[config.mk]
export PLATFORM = sky130hd
export DESIGN_NAME = hex_rle_bitmap_blitter
export DESIGN_NICKNAME = d
export VERILOG_FILES = /design/src/rtl/hrb_pkg.sv /design/src/rtl/hrb_front.sv /design/src/rtl/hrb_mid_queue.sv /design/src/rtl/hrb_back.sv /design/src/rtl/hex_rle_bitmap_blitter.sv
export VERILOG_INCLUDE_DIRS = /design/src /design/src/rtl
export SDC_FILE = /design/constraint.sdc
export NUM_CORES = 2
export LEC_CHECK = 0
export BUFFER_PORTS_ARGS = -buffer_cell sky130_fd_sc_hd__buf_2
export CORE_MARGIN = 3
export CORE_UTILIZATION = 40
export CTS_CLUSTER_SIZE = 25
export DETAILED_ROUTE_END_ITERATION = 7
export SETUP_SLACK_MARGIN = 0.02
export SYNTH_ARGS = -nofsm -noshare
export SYNTH_HDL_FRONTEND = slang
export SYNTH_SLANG_ARGS = --single-unit
[constraint.sdc]
create_clock -name clk -period 18.3 [get_ports clk]
set_input_delay 2.745 -clock clk [delete_from_list [all_inputs] [get_ports clk]]
set_output_delay 2.745 -clock clk [all_outputs]
set_load 0.01 [all_outputs]
[src/rtl/hex_rle_bitmap_blitter_defines.svh]
// Assertion macros for the top level of the run-length bitmap blitter.
`ifndef HEX_RLE_BITMAP_BLITTER_DEFINES_SVH
`define HEX_RLE_BITMAP_BLITTER_DEFINES_SVH
`ifndef ASSERT_OFF
`define HRB_ASSERT_SAME(lbl, clk, rst_n, ante, cons) \
  lbl: assert property (@(posedge clk) disable iff (!rst_n) (ante) |-> (cons)) \
    else $error("same-cycle check failed");
`define HRB_ASSERT_NEXT(lbl, clk, rst_n, ante, cons) \
  lbl: assert property (@(posedge clk) disable iff (!rst_n) (ante) |=> (cons)) \
    else $error("next-cycle check failed");
`else
`define HRB_ASSERT_SAME(lbl, clk, rst_n, ante, cons)
`define HRB_ASSERT_NEXT(lbl, clk, rst_n, ante, cons)
`endif
`endif

[src/rtl/hrb_pkg.sv]
// Shared constants, codes and record types of the run-length bitmap blitter.
package hrb_pkg;

  localparam int MAX_SIDE = 4096;
  localparam int SIDE_W   = $clog2(MAX_SIDE + 1);
  localparam int COL_W    = $clog2(MAX_SIDE);
  localparam int ROW_W    = 13;
  localparam int POS_W    = ROW_W + SIDE_W + 1;
  localparam int COORD_W  = 13;

  localparam int MID_DEPTH = 4;
  localparam int MID_AW    = $clog2(MID_DEPTH);
  localparam int OUT_DEPTH = 4;
  localparam int OUT_AW    = $clog2(OUT_DEPTH);

  // Input item kinds.
  localparam logic [1:0] KIND_START = 2'd0;
  localparam logic [1:0] KIND_CHAR  = 2'd1;
  localparam logic [1:0] KIND_STEP  = 2'd2;

  // Result status codes.
  localparam logic [1:0] ST_STARTED = 2'd0;
  localparam logic [1:0] ST_CHAR    = 2'd1;
  localparam logic [1:0] ST_PIXEL   = 2'd2;
  localparam logic [1:0] ST_REJECT  = 2'd3;

  // Configuration register indexes.
  localparam logic [1:0] CFG_WIDTH    = 2'd0;
  localparam logic [1:0] CFG_HEIGHT   = 2'd1;
  localparam logic [1:0] CFG_ORIGIN_X = 2'd2;
  localparam logic [1:0] CFG_ORIGIN_Y = 2'd3;

  typedef struct packed {
    logic [12:0] width;
    logic [12:0] height;
    logic [11:0] origin_x;
    logic [11:0] origin_y;
  } cfg_t;

  // One classified item on its way from the front end to the blend stage.
  typedef struct packed {
    logic [1:0]         status;
    logic               write_enable;
    logic [COORD_W-1:0] pixel_x;
    logic [COORD_W-1:0] pixel_y;
    logic [31:0]        color;
    logic               blend;
    logic [23:0]        background;
    logic               run_pending;
    logic [COORD_W-1:0] next_x;
    logic [COORD_W-1:0] next_y;
    logic               next_needs_background;
    logic               done_res;
  } front_rec_t;

  typedef struct packed {
    logic [1:0]         status;
    logic               write_enable;
    logic [COORD_W-1:0] pixel_x;
    logic [COORD_W-1:0] pixel_y;
    logic [31:0]        pixel_color;
    logic               run_pending;
    logic [COORD_W-1:0] next_x;
    logic [COORD_W-1:0] next_y;
    logic               next_needs_background;
    logic               done_res;
  } result_t;

endpackage

[src/rtl/hrb_front.sv]
// Front end: text parser, run counters and image position tracking.
module hrb_front
  import hrb_pkg::*;
(
  input  logic        clk,
  input  logic        rst_n,
  input  cfg_t        cfg,
  input  logic        accept,
  input  logic [1:0]  kind,
  input  logic [7:0]  text_char,
  input  logic [23:0] background,
  output front_rec_t  rec
);

  typedef enum logic [1:0] {PH_START, PH_COUNT, PH_COLOR} phase_t;

  localparam logic [7:0] CH_TILDE = 8'h7E;
  localparam logic [7:0] CH_NUL   = 8'h00;

  function automatic logic [4:0] hex_value(input logic [7:0] c);
    logic [7:0] d;
    begin
      d = 8'h00;
      if (c >= 8'h30 && c <= 8'h39) begin
        d = c - 8'h30;
        return {1'b0, d[3:0]};
      end else if (c >= 8'h41 && c <= 8'h46) begin
        d = c - 8'h37;
        return {1'b0, d[3:0]};
      end else if (c >= 8'h61 && c <= 8'h66) begin
        d = c - 8'h57;
        return {1'b0, d[3:0]};
      end
      return 5'h10;
    end
  endfunction

  phase_t           phase_r, phase_nxt;
  logic [2:0]       dc_r, dc_nxt;
  logic [31:0]      ca_r, ca_nxt;
  logic [7:0]       cnt_r, cnt_nxt;
  logic             stop_r, stop_nxt;
  logic [31:0]      rc_r, rc_nxt;
  logic [7:0]       rl_r, rl_nxt;
  logic [COL_W-1:0] col_r, col_nxt;
  logic [ROW_W-1:0] row_r, row_nxt;
  logic             fin_r, fin_nxt;

  logic [SIDE_W-1:0] w_eff, h_eff;
  logic [POS_W-1:0]  rw, pos_cur, pos_new, total;
  logic [POS_W-1:0]  left_cur;
  logic [SIDE_W:0]   col_inc;
  logic              wrap;
  logic [4:0]        hv;
  logic [3:0]        digit;
  logic [2:0]        dcw;
  logic [31:0]       caw, ca_new;
  logic [7:0]        cntw;
  logic [7:0]        alpha, alpha_nxt;

  // Width and height registers act clamped to one through MAX_SIDE.
  always_comb begin
    if (32'(cfg.width) > MAX_SIDE) begin
      w_eff = SIDE_W'(MAX_SIDE);
    end else if (cfg.width == '0) begin
      w_eff = SIDE_W'(1);
    end else begin
      w_eff = SIDE_W'(cfg.width);
    end
    if (32'(cfg.height) > MAX_SIDE) begin
      h_eff = SIDE_W'(MAX_SIDE);
    end else if (cfg.height == '0) begin
      h_eff = SIDE_W'(1);
    end else begin
      h_eff = SIDE_W'(cfg.height);
    end
  end

  // Linear position in the image, before and after a pixel step.
  assign rw       = POS_W'(row_r) * POS_W'(w_eff);
  assign pos_cur  = rw + POS_W'(col_r);
  assign total    = POS_W'(w_eff) * POS_W'(h_eff);
  assign left_cur = (pos_cur >= total) ? '0 : total - pos_cur;
  assign col_inc  = (SIDE_W+1)'(col_r) + (SIDE_W+1)'(1);
  assign wrap     = col_inc >= (SIDE_W+1)'(w_eff);
  assign pos_new  = wrap ? rw + POS_W'(w_eff) : pos_cur + POS_W'(1);

  assign hv    = hex_value(text_char);
  assign digit = hv[4] ? 4'h0 : hv[3:0];
  assign alpha = rc_r[31:24];

  always_comb begin
    phase_nxt = phase_r;
    dc_nxt    = dc_r;
    ca_nxt    = ca_r;
    cnt_nxt   = cnt_r;
    stop_nxt  = stop_r;
    rc_nxt    = rc_r;
    rl_nxt    = rl_r;
    col_nxt   = col_r;
    row_nxt   = row_r;
    fin_nxt   = fin_r;
    dcw       = dc_r;
    caw       = ca_r;
    cntw      = cnt_r;
    ca_new    = '0;
    rec       = '0;
    rec.status = ST_REJECT;

    if (kind == KIND_START) begin
      phase_nxt  = PH_START;
      dc_nxt     = '0;
      ca_nxt     = '0;
      cnt_nxt    = 8'd1;
      stop_nxt   = 1'b0;
      rc_nxt     = '0;
      rl_nxt     = '0;
      col_nxt    = '0;
      row_nxt    = '0;
      fin_nxt    = 1'b0;
      rec.status = ST_STARTED;
    end else if (kind == KIND_CHAR) begin
      if (!fin_r && rl_r == '0) begin
        rec.status = ST_CHAR;
        if (text_char == CH_NUL) begin
          // The terminator drops any partial token and closes the image.
          phase_nxt = PH_START;
          dc_nxt    = '0;
          ca_nxt    = '0;
          cnt_nxt   = 8'd1;
          stop_nxt  = 1'b0;
          fin_nxt   = 1'b1;
        end else if (phase_r == PH_START && text_char == CH_TILDE) begin
          phase_nxt = PH_COUNT;
          dc_nxt    = '0;
          cnt_nxt   = '0;
          stop_nxt  = 1'b0;
        end else if (phase_r == PH_COUNT) begin
          if (!stop_r && !hv[4]) begin
            cnt_nxt = {cnt_r[3:0], hv[3:0]};
          end else begin
            stop_nxt = 1'b1;
          end
          if (dc_r == 3'd1) begin
            phase_nxt = PH_COLOR;
            dc_nxt    = '0;
            ca_nxt    = '0;
          end else begin
            dc_nxt = dc_r + 3'd1;
          end
        end else begin
          // A token without a count starts straight with its first color digit.
          if (phase_r == PH_START) begin
            cntw = 8'd1;
            dcw  = '0;
            caw  = '0;
          end
          ca_new = {caw[27:0], digit};
          if (dcw == 3'd7) begin
            rc_nxt    = ca_new;
            rl_nxt    = (POS_W'(cntw) < left_cur) ? cntw : left_cur[7:0];
            if (left_cur == '0) begin
              fin_nxt = 1'b1;
            end
            phase_nxt = PH_START;
            dc_nxt    = '0;
            ca_nxt    = '0;
            cnt_nxt   = 8'd1;
            stop_nxt  = 1'b0;
          end else begin
            phase_nxt = PH_COLOR;
            dc_nxt    = dcw + 3'd1;
            ca_nxt    = ca_new;
            cnt_nxt   = cntw;
          end
        end
      end
    end else if (kind == KIND_STEP) begin
      if (rl_r != '0) begin
        rec.status  = ST_PIXEL;
        rec.pixel_x = COORD_W'(cfg.origin_x) + COORD_W'(col_r);
        rec.pixel_y = COORD_W'(cfg.origin_y) + COORD_W'(row_r);
        if (alpha == 8'hFF) begin
          rec.write_enable = 1'b1;
          rec.color        = rc_r;
        end else if (alpha != 8'h00) begin
          rec.write_enable = 1'b1;
          rec.blend        = 1'b1;
          rec.color        = rc_r;
          rec.background   = background;
        end
        if (wrap) begin
          col_nxt = '0;
          row_nxt = row_r + ROW_W'(1);
        end else begin
          col_nxt = col_inc[COL_W-1:0];
        end
        rl_nxt = rl_r - 8'd1;
        if (rl_r == 8'd1 && pos_new >= total) begin
          fin_nxt = 1'b1;
        end
      end
    end

    alpha_nxt                 = rc_nxt[31:24];
    rec.run_pending           = rl_nxt != '0;
    rec.next_x                = COORD_W'(cfg.origin_x) + COORD_W'(col_nxt);
    rec.next_y                = COORD_W'(cfg.origin_y) + COORD_W'(row_nxt);
    rec.next_needs_background = (rl_nxt != '0) && (alpha_nxt != 8'h00) &&
                                (alpha_nxt != 8'hFF);
    rec.done_res              = fin_nxt;
  end

  always_ff @(posedge clk) begin
    if (!rst_n) begin
      phase_r <= PH_START;
      dc_r    <= '0;
      ca_r    <= '0;
      cnt_r   <= 8'd1;
      stop_r  <= 1'b0;
      rc_r    <= '0;
      rl_r    <= '0;
      col_r   <= '0;
      row_r   <= '0;
      fin_r   <= 1'b0;
    end else if (accept) begin
      phase_r <= phase_nxt;
      dc_r    <= dc_nxt;
      ca_r    <= ca_nxt;
      cnt_r   <= cnt_nxt;
      stop_r  <= stop_nxt;
      rc_r    <= rc_nxt;
      rl_r    <= rl_nxt;
      col_r   <= col_nxt;
      row_r   <= row_nxt;
      fin_r   <= fin_nxt;
    end
  end

endmodule

[src/rtl/hrb_mid_queue.sv]
// Short queue of classified items between the front end and the blend stage.
module hrb_mid_queue
  import hrb_pkg::*;
(
  input  logic       clk,
  input  logic       rst_n,
  input  logic       wr_en,
  input  front_rec_t wr_data,
  output logic       q_full,
  input  logic       rd_en,
  output front_rec_t rd_data,
  output logic       q_empty
);

  front_rec_t        mem_r [MID_DEPTH];
  logic [MID_AW-1:0] wr_ptr_r, rd_ptr_r;
  logic [MID_AW:0]   cnt_r, cnt_nxt;

  assign q_full  = cnt_r == (MID_AW+1)'(MID_DEPTH);
  assign q_empty = cnt_r == '0;
  assign rd_data = mem_r[rd_ptr_r];

  always_comb begin
    cnt_nxt = cnt_r;
    if (wr_en && !rd_en) begin
      cnt_nxt = cnt_r + (MID_AW+1)'(1);
    end else if (rd_en && !wr_en) begin
      cnt_nxt = cnt_r - (MID_AW+1)'(1);
    end
  end

  always_ff @(posedge clk) begin
    if (!rst_n) begin
      wr_ptr_r <= '0;
      rd_ptr_r <= '0;
      cnt_r    <= '0;
    end else begin
      cnt_r <= cnt_nxt;
      if (wr_en) begin
        wr_ptr_r <= wr_ptr_r + MID_AW'(1);
      end
      if (rd_en) begin
        rd_ptr_r <= rd_ptr_r + MID_AW'(1);
      end
    end
  end

  always_ff @(posedge clk) begin
    if (wr_en) begin
      mem_r[wr_ptr_r] <= wr_data;
    end
  end

endmodule

[src/rtl/hrb_back.sv]
// Back end: alpha blend pipeline and the result queue.
module hrb_back
  import hrb_pkg::*;
(
  input  logic       clk,
  input  logic       rst_n,
  input  front_rec_t mid_data,
  input  logic       mid_empty,
  output logic       mid_pop,
  output result_t    res,
  output logic       res_empty,
  input  logic       res_pop
);

  // x / 255 for x up to 255 * 255, without a divider.
  function automatic logic [7:0] div255(input logic [15:0] x);
    logic [16:0] s;
    begin
      s = 17'(x) + 17'(x[15:8]) + 17'd1;
      return s[15:8];
    end
  endfunction

  front_rec_t  s1_rec_r;
  logic        s1_v_r;
  logic [15:0] prod_r [3];
  logic [15:0] prod_nxt [3];
  logic [7:0]  a, na;

  result_t           q_r [OUT_DEPTH];
  result_t           wr_res;
  logic [OUT_AW-1:0] wr_ptr_r, rd_ptr_r;
  logic [OUT_AW:0]   cnt_r, cnt_nxt;
  logic [OUT_AW+1:0] used;
  logic              q_wr, q_rd;

  // Pop the middle queue only when the result queue keeps a slot for it.
  assign used    = (OUT_AW+2)'(cnt_r) + (OUT_AW+2)'(s1_v_r);
  assign mid_pop = !mid_empty && (used < (OUT_AW+2)'(OUT_DEPTH));

  assign a  = mid_data.color[31:24];
  assign na = 8'hFF - a;

  always_comb begin
    for (int i = 0; i < 3; i++) begin
      prod_nxt[i] = 16'(mid_data.color[8*i +: 8] * a) +
                    16'(mid_data.background[8*i +: 8] * na);
    end
  end

  always_comb begin
    wr_res.status                = s1_rec_r.status;
    wr_res.write_enable          = s1_rec_r.write_enable;
    wr_res.pixel_x               = s1_rec_r.pixel_x;
    wr_res.pixel_y               = s1_rec_r.pixel_y;
    wr_res.pixel_color           = s1_rec_r.blend ?
                                   {8'hFF, div255(prod_r[2]), div255(prod_r[1]),
                                    div255(prod_r[0])} : s1_rec_r.color;
    wr_res.run_pending           = s1_rec_r.run_pending;
    wr_res.next_x                = s1_rec_r.next_x;
    wr_res.next_y                = s1_rec_r.next_y;
    wr_res.next_needs_background = s1_rec_r.next_needs_background;
    wr_res.done_res              = s1_rec_r.done_res;
  end

  assign q_wr      = s1_v_r;
  assign q_rd      = res_pop && (cnt_r != '0);
  assign res_empty = cnt_r == '0;
  assign res       = q_r[rd_ptr_r];

  always_comb begin
    cnt_nxt = cnt_r;
    if (q_wr && !q_rd) begin
      cnt_nxt = cnt_r + (OUT_AW+1)'(1);
    end else if (q_rd && !q_wr) begin
      cnt_nxt = cnt_r - (OUT_AW+1)'(1);
    end
  end

  always_ff @(posedge clk) begin
    if (!rst_n) begin
      s1_v_r   <= 1'b0;
      wr_ptr_r <= '0;
      rd_ptr_r <= '0;
      cnt_r    <= '0;
    end else begin
      s1_v_r <= mid_pop;
      cnt_r  <= cnt_nxt;
      if (q_wr) begin
        wr_ptr_r <= wr_ptr_r + OUT_AW'(1);
      end
      if (q_rd) begin
        rd_ptr_r <= rd_ptr_r + OUT_AW'(1);
      end
    end
  end

  always_ff @(posedge clk) begin
    if (mid_pop) begin
      s1_rec_r <= mid_data;
      for (int i = 0; i < 3; i++) begin
        prod_r[i] <= prod_nxt[i];
      end
    end
    if (q_wr) begin
      q_r[wr_ptr_r] <= wr_res;
    end
  end

endmodule

[src/rtl/hex_rle_bitmap_blitter.sv]
// Top level of the run-length bitmap blitter with alpha blending.
//
// Input items enter through push/full; an item is taken at a clock edge with
// push high and full low. Each item gives exactly one result item, which
// appears on the out_ ports while empty is low and leaves on a clock edge with
// pop high. Item kinds: start a new image, one text character of the encoded
// image, or a pixel step that carries the background color for blending.
// Configuration goes through the cfg_ port, which is always ready; it should
// be written only while no item is in flight.
// Each item passes the middle queue and the blend register, then its result
// shows (empty low). Throughput is one item per cycle while full is low; the
// front-end parser and position tracker update as an item is taken; the blend
// stage (three channel multiply pairs, a divide by 255 in adders) keeps pace.
// If the receiver stalls, up to four results wait in the output queue and
// four more in the queue between front and back end; full then rises.
// A synchronous reset (rst_n low) empties both queues, returns the parser to
// its start state and sets width and height to 1 and the origin to 0.
`include "hex_rle_bitmap_blitter_defines.svh"
module hex_rle_bitmap_blitter
  import hrb_pkg::*;
(
  input  logic                clk,
  input  logic                rst_n,
  input  logic                push,
  output logic                full,
  input  logic [1:0]          in_kind,
  input  logic [7:0]          in_text_char,
  input  logic [23:0]         in_background,
  output logic                empty,
  input  logic                pop,
  output logic [1:0]          out_status,
  output logic                out_write_enable,
  output logic [COORD_W-1:0]  out_pixel_x,
  output logic [COORD_W-1:0]  out_pixel_y,
  output logic [31:0]         out_pixel_color,
  output logic                out_run_pending,
  output logic [COORD_W-1:0]  out_next_x,
  output logic [COORD_W-1:0]  out_next_y,
  output logic                out_next_needs_background,
  output logic                out_done_res,
  input  logic                cfg_valid,
  output logic                cfg_ready,
  input  logic [1:0]          cfg_index,
  input  logic [12:0]         cfg_data
);

  cfg_t       cfg_r;
  logic       in_accept;
  front_rec_t front_rec;
  front_rec_t mid_data;
  logic       mid_full, mid_empty, mid_pop;
  result_t    res;
  logic       res_nonpixel, res_quiet;

  // The register file takes a write in every cycle.
  assign cfg_ready = 1'b1;

  always_ff @(posedge clk) begin
    if (!rst_n) begin
      cfg_r.width    <= 13'd1;
      cfg_r.height   <= 13'd1;
      cfg_r.origin_x <= '0;
      cfg_r.origin_y <= '0;
    end else if (cfg_valid && cfg_ready) begin
      unique case (cfg_index)
        CFG_WIDTH:    cfg_r.width    <= cfg_data;
        CFG_HEIGHT:   cfg_r.height   <= cfg_data;
        CFG_ORIGIN_X: cfg_r.origin_x <= cfg_data[11:0];
        CFG_ORIGIN_Y: cfg_r.origin_y <= cfg_data[11:0];
        default:      cfg_r          <= cfg_r;
      endcase
    end
  end

  // An item is taken whenever the middle queue has room; the front end
  // classifies it and updates the parser state in the same cycle.
  assign full      = mid_full;
  assign in_accept = push && !mid_full;

  hrb_front u_front (
    .clk        (clk),
    .rst_n      (rst_n),
    .cfg        (cfg_r),
    .accept     (in_accept),
    .kind       (in_kind),
    .text_char  (in_text_char),
    .background (in_background),
    .rec        (front_rec)
  );

  hrb_mid_queue u_mid_queue (
    .clk     (clk),
    .rst_n   (rst_n),
    .wr_en   (in_accept),
    .wr_data (front_rec),
    .q_full  (mid_full),
    .rd_en   (mid_pop),
    .rd_data (mid_data),
    .q_empty (mid_empty)
  );

  hrb_back u_back (
    .clk       (clk),
    .rst_n     (rst_n),
    .mid_data  (mid_data),
    .mid_empty (mid_empty),
    .mid_pop   (mid_pop),
    .res       (res),
    .res_empty (empty),
    .res_pop   (pop)
  );

  assign out_status                = res.status;
  assign out_write_enable          = res.write_enable;
  assign out_pixel_x               = res.pixel_x;
  assign out_pixel_y               = res.pixel_y;
  assign out_pixel_color           = res.pixel_color;
  assign out_run_pending           = res.run_pending;
  assign out_next_x                = res.next_x;
  assign out_next_y                = res.next_y;
  assign out_next_needs_background = res.next_needs_background;
  assign out_done_res              = res.done_res;

  assign res_nonpixel = !empty && (out_status != ST_PIXEL);
  assign res_quiet    = !out_write_enable && (out_pixel_color == '0);

  // The back end never pops an empty middle queue.
  `HRB_ASSERT_SAME(a_pop_nonempty, clk, rst_n, mid_pop, !mid_empty)
  // An item taken by the blend stage passes its stage register into the result queue.
  `HRB_ASSERT_NEXT(a_pop_reaches_out, clk, rst_n, mid_pop, ##1 !empty)
  // Only an emitted pixel may carry a write or a color.
  `HRB_ASSERT_SAME(a_quiet_nonpixel, clk, rst_n, res_nonpixel, res_quiet)

endmodule

# ---- Yosys cells after proc, flatten, opt, wreduce, memory -nomap -nowiden
# Memory sizes are Yosys's and may differ from the RTL's. A register that Yosys moved wholly into a read port is not among the register bits.
# Cells that the tools add are included.
dict set report classes {
  muxes 134
  n_eq_ne 21
  n_lt_le_gt_ge 13
  reduce_logical 56
  add_sub_neg 35
  n_mul 8
}
# cell n
set ops {}
lappend ops {{$mux W32} 9}
lappend ops {{$mux W28} 9}
lappend ops {{$mux W8} 25}
lappend ops {{$mux W84} 2}
lappend ops {{$mux W13} 9}
lappend ops {{$mul A8 B8 Y16} 6}
lappend ops {{$mux W86} 1}
lappend ops {{$mux W85} 1}
lappend ops {{$mux W12} 5}
lappend ops {{$mux W3} 19}
lappend ops {{$mux W57} 1}
lappend ops {{$ge A27 B26 Y1} 2}
lappend ops {{$mux W27} 2}
lappend ops {{$mul A13 B13 Y26} 2}
lappend ops {{$add A16 B1 Y16 const B} 3}
lappend ops {{$add A16 B16 Y16} 3}
lappend ops {{$add A16 B8 Y16} 3}
lappend ops {{$reduce_bool A8 Y1} 4}
lappend ops {{$mux W1} 30}
lappend ops {{$mux W2} 15}
lappend ops {{$add A26 B12 Y27} 1}
lappend ops {{$add A26 B13 Y27} 1}
lappend ops {{$add A27 B1 Y27 const B} 1}
lappend ops {{$logic_not A27 Y1} 1}
lappend ops {{50 further kinds} 112}
dict set report totals {
  mem_bits_rw 868
  memories 3
  elab_cells 303
  out_inout_bits 93
  regBits 264
}
# memory words width read_ports rd_clocked_by_memory_dff write_ports line
set memory_table {}
lappend memory_table {u_mid_queue.mem_r 4 115 1 1 1 hrb_mid_queue.sv:15} ;# front_rec_t mem_r [MID_DEPTH];
lappend memory_table {u_back.q_r 4 90 1 1 1 hrb_back.sv:30} ;# result_t q_r [OUT_DEPTH];
lappend memory_table {u_back.prod_r 3 16 3 0 3 hrb_back.sv:26} ;# logic [15:0] prod_r [3];

# ---- Depth between registers and ports, before layout
dict set report depth {
  word_depth 20
  depth_mapped 52
  ltp_nobuf 49
}

# ---- By module
# From an unflattened synthesis, not the netlist that was laid out.
dict set report hier_totals {
  cells_unflattened 6361
  area_unflattened_um2 75517.4
}
# module area_per_inst_um2 cells_each seq_area_each_um2 n_inst
set modules_own_cells {}
lappend modules_own_cells {hrb_back 32120.8 2356 15184.6 1}
lappend modules_own_cells {hrb_front 24503.5 3177 2162.1 1}
lappend modules_own_cells {hrb_mid_queue 17015.1 644 13993.4 1}
lappend modules_own_cells {hex_rle_bitmap_blitter 1878.1 184 1001.0 1}

# ---- Worst setup path before layout
# Ideal clock, no wire load.
dict set report synth_timing {
  path_type {register to register}
  startpoint {reg u_back.cnt_r[0]}
  endpoint {reg u_mid_queue.cnt_r[2]}
  required_ps 18224
  path_stages_with_launch 9
  setup_slack_ps 4854
  arrival_time_ps 13370
  period_less_slack_ps 13446
  setup_ps 76
  cell_sequence {dfxtp_1 a311oi_1 inv_1 ha_1 inv_1 fa_1 xor2_1 or3_1 a21boi_0}
}
dict set report synth_between {
  elab_chain_len 6
  word_cells_on_any_way 8
  cone_classes {add/sub: 1; order compare: 1; mux: 1; reduce/logical: 5}
}
# item line
set synth_rtl {}
lappend synth_rtl {{start: declaration} hrb_back.sv:33} ;# logic [OUT_AW:0] cnt_r, cnt_nxt;
lappend synth_rtl {{start signal: assignment} hrb_back.sv:88} ;# cnt_r <= cnt_nxt;
lappend synth_rtl {{$add A3 B1 Y4 *} hrb_back.sv:38} ;# assign used = (OUT_AW+2)'(cnt_r) + (OUT_AW+2)'(s1_v_r);
lappend synth_rtl {{$lt A4 B3 Y1 *} hrb_back.sv:39} ;# assign mid_pop = !mid_empty && (used < (OUT_AW+2)'(OUT_DEPTH));
lappend synth_rtl {{$logic_and A1 B1 Y1 *} hrb_back.sv:39}
lappend synth_rtl {{net mid_pop} hex_rle_bitmap_blitter.sv:51} ;# logic mid_full, mid_empty, mid_pop;
lappend synth_rtl {{$logic_not A1 Y1} hrb_mid_queue.sv:25} ;# if (wr_en && !rd_en) begin
lappend synth_rtl {{$logic_and A1 B1 Y1} hrb_mid_queue.sv:25}
lappend synth_rtl {{$mux W3 or $reduce_bool A2 Y1 (tied branches)} -}
lappend synth_rtl {{end signal: assignment} hrb_mid_queue.sv:38} ;# cnt_r <= cnt_nxt;
lappend synth_rtl {{end: declaration} hrb_mid_queue.sv:17} ;# logic [MID_AW:0] cnt_r, cnt_nxt;
# The timed path passes the listed nets; every way through them passes the cells marked *.
# A chain may end at the register's enable or synchronous reset.

==> summary.md <==
| Metric | Value |
|---|---|
| Dpl hpwl | 132,500 µm |
| Fin cells | 9,090 |
| Final RePlAce weighted congestion | 0.8838 |
| CP peak stage delay | 0.89 ns |
| H-tree Lvls | 3 |
| Crit start category | flop |
| RSZ-0062 raised after global routing | no |
| Post-route DRC | 0 |
| Yosys warning count | 0 |
| Hold Vio Cnt, Final | 0 |
| Die ar. | 192,000 µm² |
| CP endpoint kind | flop |
| Most common cell after layout, fill and taps aside | edfxtp_1 |
| Input/output buffers | 145 |
| Aggregate global-route resource usage | 19.08% |
| TritonRoute pass-1 iters | 5 |
| Final nets | 7,636 |
| Routed Antenna Nets | 0 |
| Vias in the first global route | 49.33k |
| Clock Tree Buf Depth | 3 |
| # setup viols final | 0 |
| Ys flop type | edfxtp_1 |
| Minimum clock period | 13.02 ns |
| Final WL | 182,000 µm |
| Post-cts gate resize count | 0 |
| Max_cap viols | 0 |
| Worst-Margin Slew | 1.451 ns |
| DR iter-0 viols | 3,277 |
| Crit path top cell by count | nand2_1 |
| Inst Count DP | 8,883 |
| Grt ovf | 0 |
| Hold buffers post-CTS | 0 |
| #FFs+latches synth | 1,136 |
| Per-instance average area after synthesis | 11.59 µm² |
| First-pass GRT wire length | 286,800 µm |
| Crit path DAT | 13.45 ns |
| Ys async rst share | 0% |
| Height of the die | 438.2 µm |
| Slew Limit Fails | 0 |
| Register area share after synthesis | 43.29% |
| Min-Delay Path Class | flop to flop |
| Antenna violations before repair | 7 |
| Fin Clk Skew | 0.07127 ns |
| Layout cells sized above 1 | 10.27% |
| Hold Slack | 0.4636 ns |
| Cell Area, Synth | 74,710 µm² |
| Fmax | 76.80 MHz |
| Clock root buffer | clkbuf_16 |
| Core ar. | 184,500 µm² |
| Status | complete, no violations |
| Via count | 47.78k |
| Area delta synth->final | 9.475% |
| Slew headroom | 2.243% |
| Largest net degree at the start of global routing | 111 |
| Netlist cell types | 95 |
| Die Width | 438.2 µm |
| Starting Density | 40.50% |
| Fillers | 17.04k |
| Most frequent cells in the layout | 959 x edfxtp_1, 790 x inv_1, 633 x nand2_1, 539 x fa_1, 515 x ha_1 |
| Crit-path max FO | 18 |
| CTS clk-pin slew, worst paths | 0.07 ns |
| Clock Sinks | 1,136 |
| Slowest CP cell | o31ai_1 |
| Total CTS buffers | 107 |
| TritonCTS clock tree | yes |
| Setup TNS | 0 ns |
| I/O pin count | 147 |
| CP Class | flop to flop |
| DR vias/cell | 5.256 |
| Number of synthesized flops with an enable pin | 959 |
| Row count | 157 |
| Drt wl/cell | 20.02 µm |
| Final Cycle Share | 71.16% |
| Post-Synthesis Cells | 6,445 |
| Clock Latency Late Sink | 0.75 ns |
| Worst endpoint required time | 18.73 ns |
| Setup Buffers After CTS | 0 |
layout make-up:
cell class	instances	area (µm²)	area share (%)
multi-input combinational	4253	38460	47.02
sequential	1136	32360	39.56
tap	2464	3083	3.769
inverter	801	3007	3.676
clock buffer	148	2963	3.622
timing repair buffer	229	1359	1.661
clock inverter	53	549.3	0.6716
antenna	6	15.01	0.01836
cell families (layout without fill, tap and decap cells):
logic type,after synthesis,count (layout),synth area share (%)
AOI/OAI and AO/OA,812,812,7.122
xor gates and xnor gates,235,235,2.765
adders and majority gates,1054,1054,23.07
buffers and inverters,1058,1231,5.330
DFF,1136,1136,43.29
muxes,272,272,6.484
other,2,10,0.01005
and+or+nand+nor,1876,1876,11.93
registers in the layout (all words and copies together), names as in the netlist, 2 cells and up, named ones only:
register / cells
u_mid_queue.cnt_r: 3
u_front.cnt_r: 8
u_front.rc_r: 32
u_mid_queue.mem_r: 460
u_back.wr_ptr_r: 2
u_front.rl_r: 8
u_front.phase_r: 2
u_front.ca_r: 28
u_front.dc_r: 3
cfg_r: 50
u_back.prod_r: 48
u_back.s1_rec_r: 91
u_back.cnt_r: 3
u_front.col_r: 12
u_front.row_r: 13
u_back.rd_ptr_r: 2
u_mid_queue.rd_ptr_r: 2
u_mid_queue.wr_ptr_r: 2
u_back.q_r: 360
cell usage after synthesis (all sizes together) (46+ instances only):
cell type | count | area [µm²]
nor3 | 73 | 370.4
a21oi | 216 | 1085
o21a | 67 | 503.0
xor2 | 76 | 665.6
mux4 | 165 | 3716
o21bai | 47 | 352.8
mux2i | 61 | 610.6
and2 | 226 | 1414
ha | 515 | 6444
nor2 | 483 | 1813
nand2 | 634 | 2382
mux2 | 46 | 518.0
o21ai | 158 | 790.8
xnor2 | 159 | 1400
inv | 792 | 2973
dfxtp | 177 | 3543
edfxtp | 959 | 28800
clkbuf | 214 | 803.3
nand2b | 80 | 500.5
fa | 539 | 10790
nor2b | 103 | 644.4
a21boi | 98 | 739.5
nand3 | 86 | 430.4
final timing paths:
check,cells after the start,start,endpoint,slack (ns)
min reg2reg,2,u_front.rc_r[18]$_SDFFE_PN0P_,u_front.rc_r[18]$_SDFFE_PN0P_,0.46
max,49,cfg_r[41]$_SDFFE_PN0P_,u_mid_queue.mem_r[1][28]$_DFFE_PP_,5.28
max reg2reg,49,cfg_r[41]$_SDFFE_PN0P_,u_mid_queue.mem_r[1][28]$_DFFE_PP_,5.28
min,2,u_front.rc_r[18]$_SDFFE_PN0P_,u_front.rc_r[18]$_SDFFE_PN0P_,0.46
worst max-delay path, delay by kind of cell (launching register included):
family / cells / cell delay [ns]
xor+xnor: 2 / 0.33
flops: 1 / 0.32
buf+inv: 6 / 0.92
fa+ha+maj: 8 / 3.43
compound gates: 15 / 4.09
simple gates: 18 / 3.57
per-layer routing:
metal  routed length [µm]  share of wire [%]  vias up  global-route usage (%)
li1                     -                  -    22230                       -
met1                81570                 45    24180                   26.36
met2                85600                 47     1147                   31.35
met3                 9923                5.5      223                   2.701
met4                 4878                2.7        0                   5.489
met5                    0                  0        -                       0
per-stage QoR:
step | instance area (µm²) | setup slack (ns) | utilization [%]
6_report | 81790 | 5.279 | 44.34
5_1_grt | 81780 | 4.115 | 44.34
4_1_cts | 81780 | 5.484 | 44.33
3_5_place_dp | 78270 | 5.554 | 42.43
3_3_place_gp | 78270 | 5.717 | 42.43
2_1_floorplan | 74720 | 4.854 | -
Power is not shown: default switching activity piles up to over one toggle a cycle in this logic, so the estimate is an artifact.
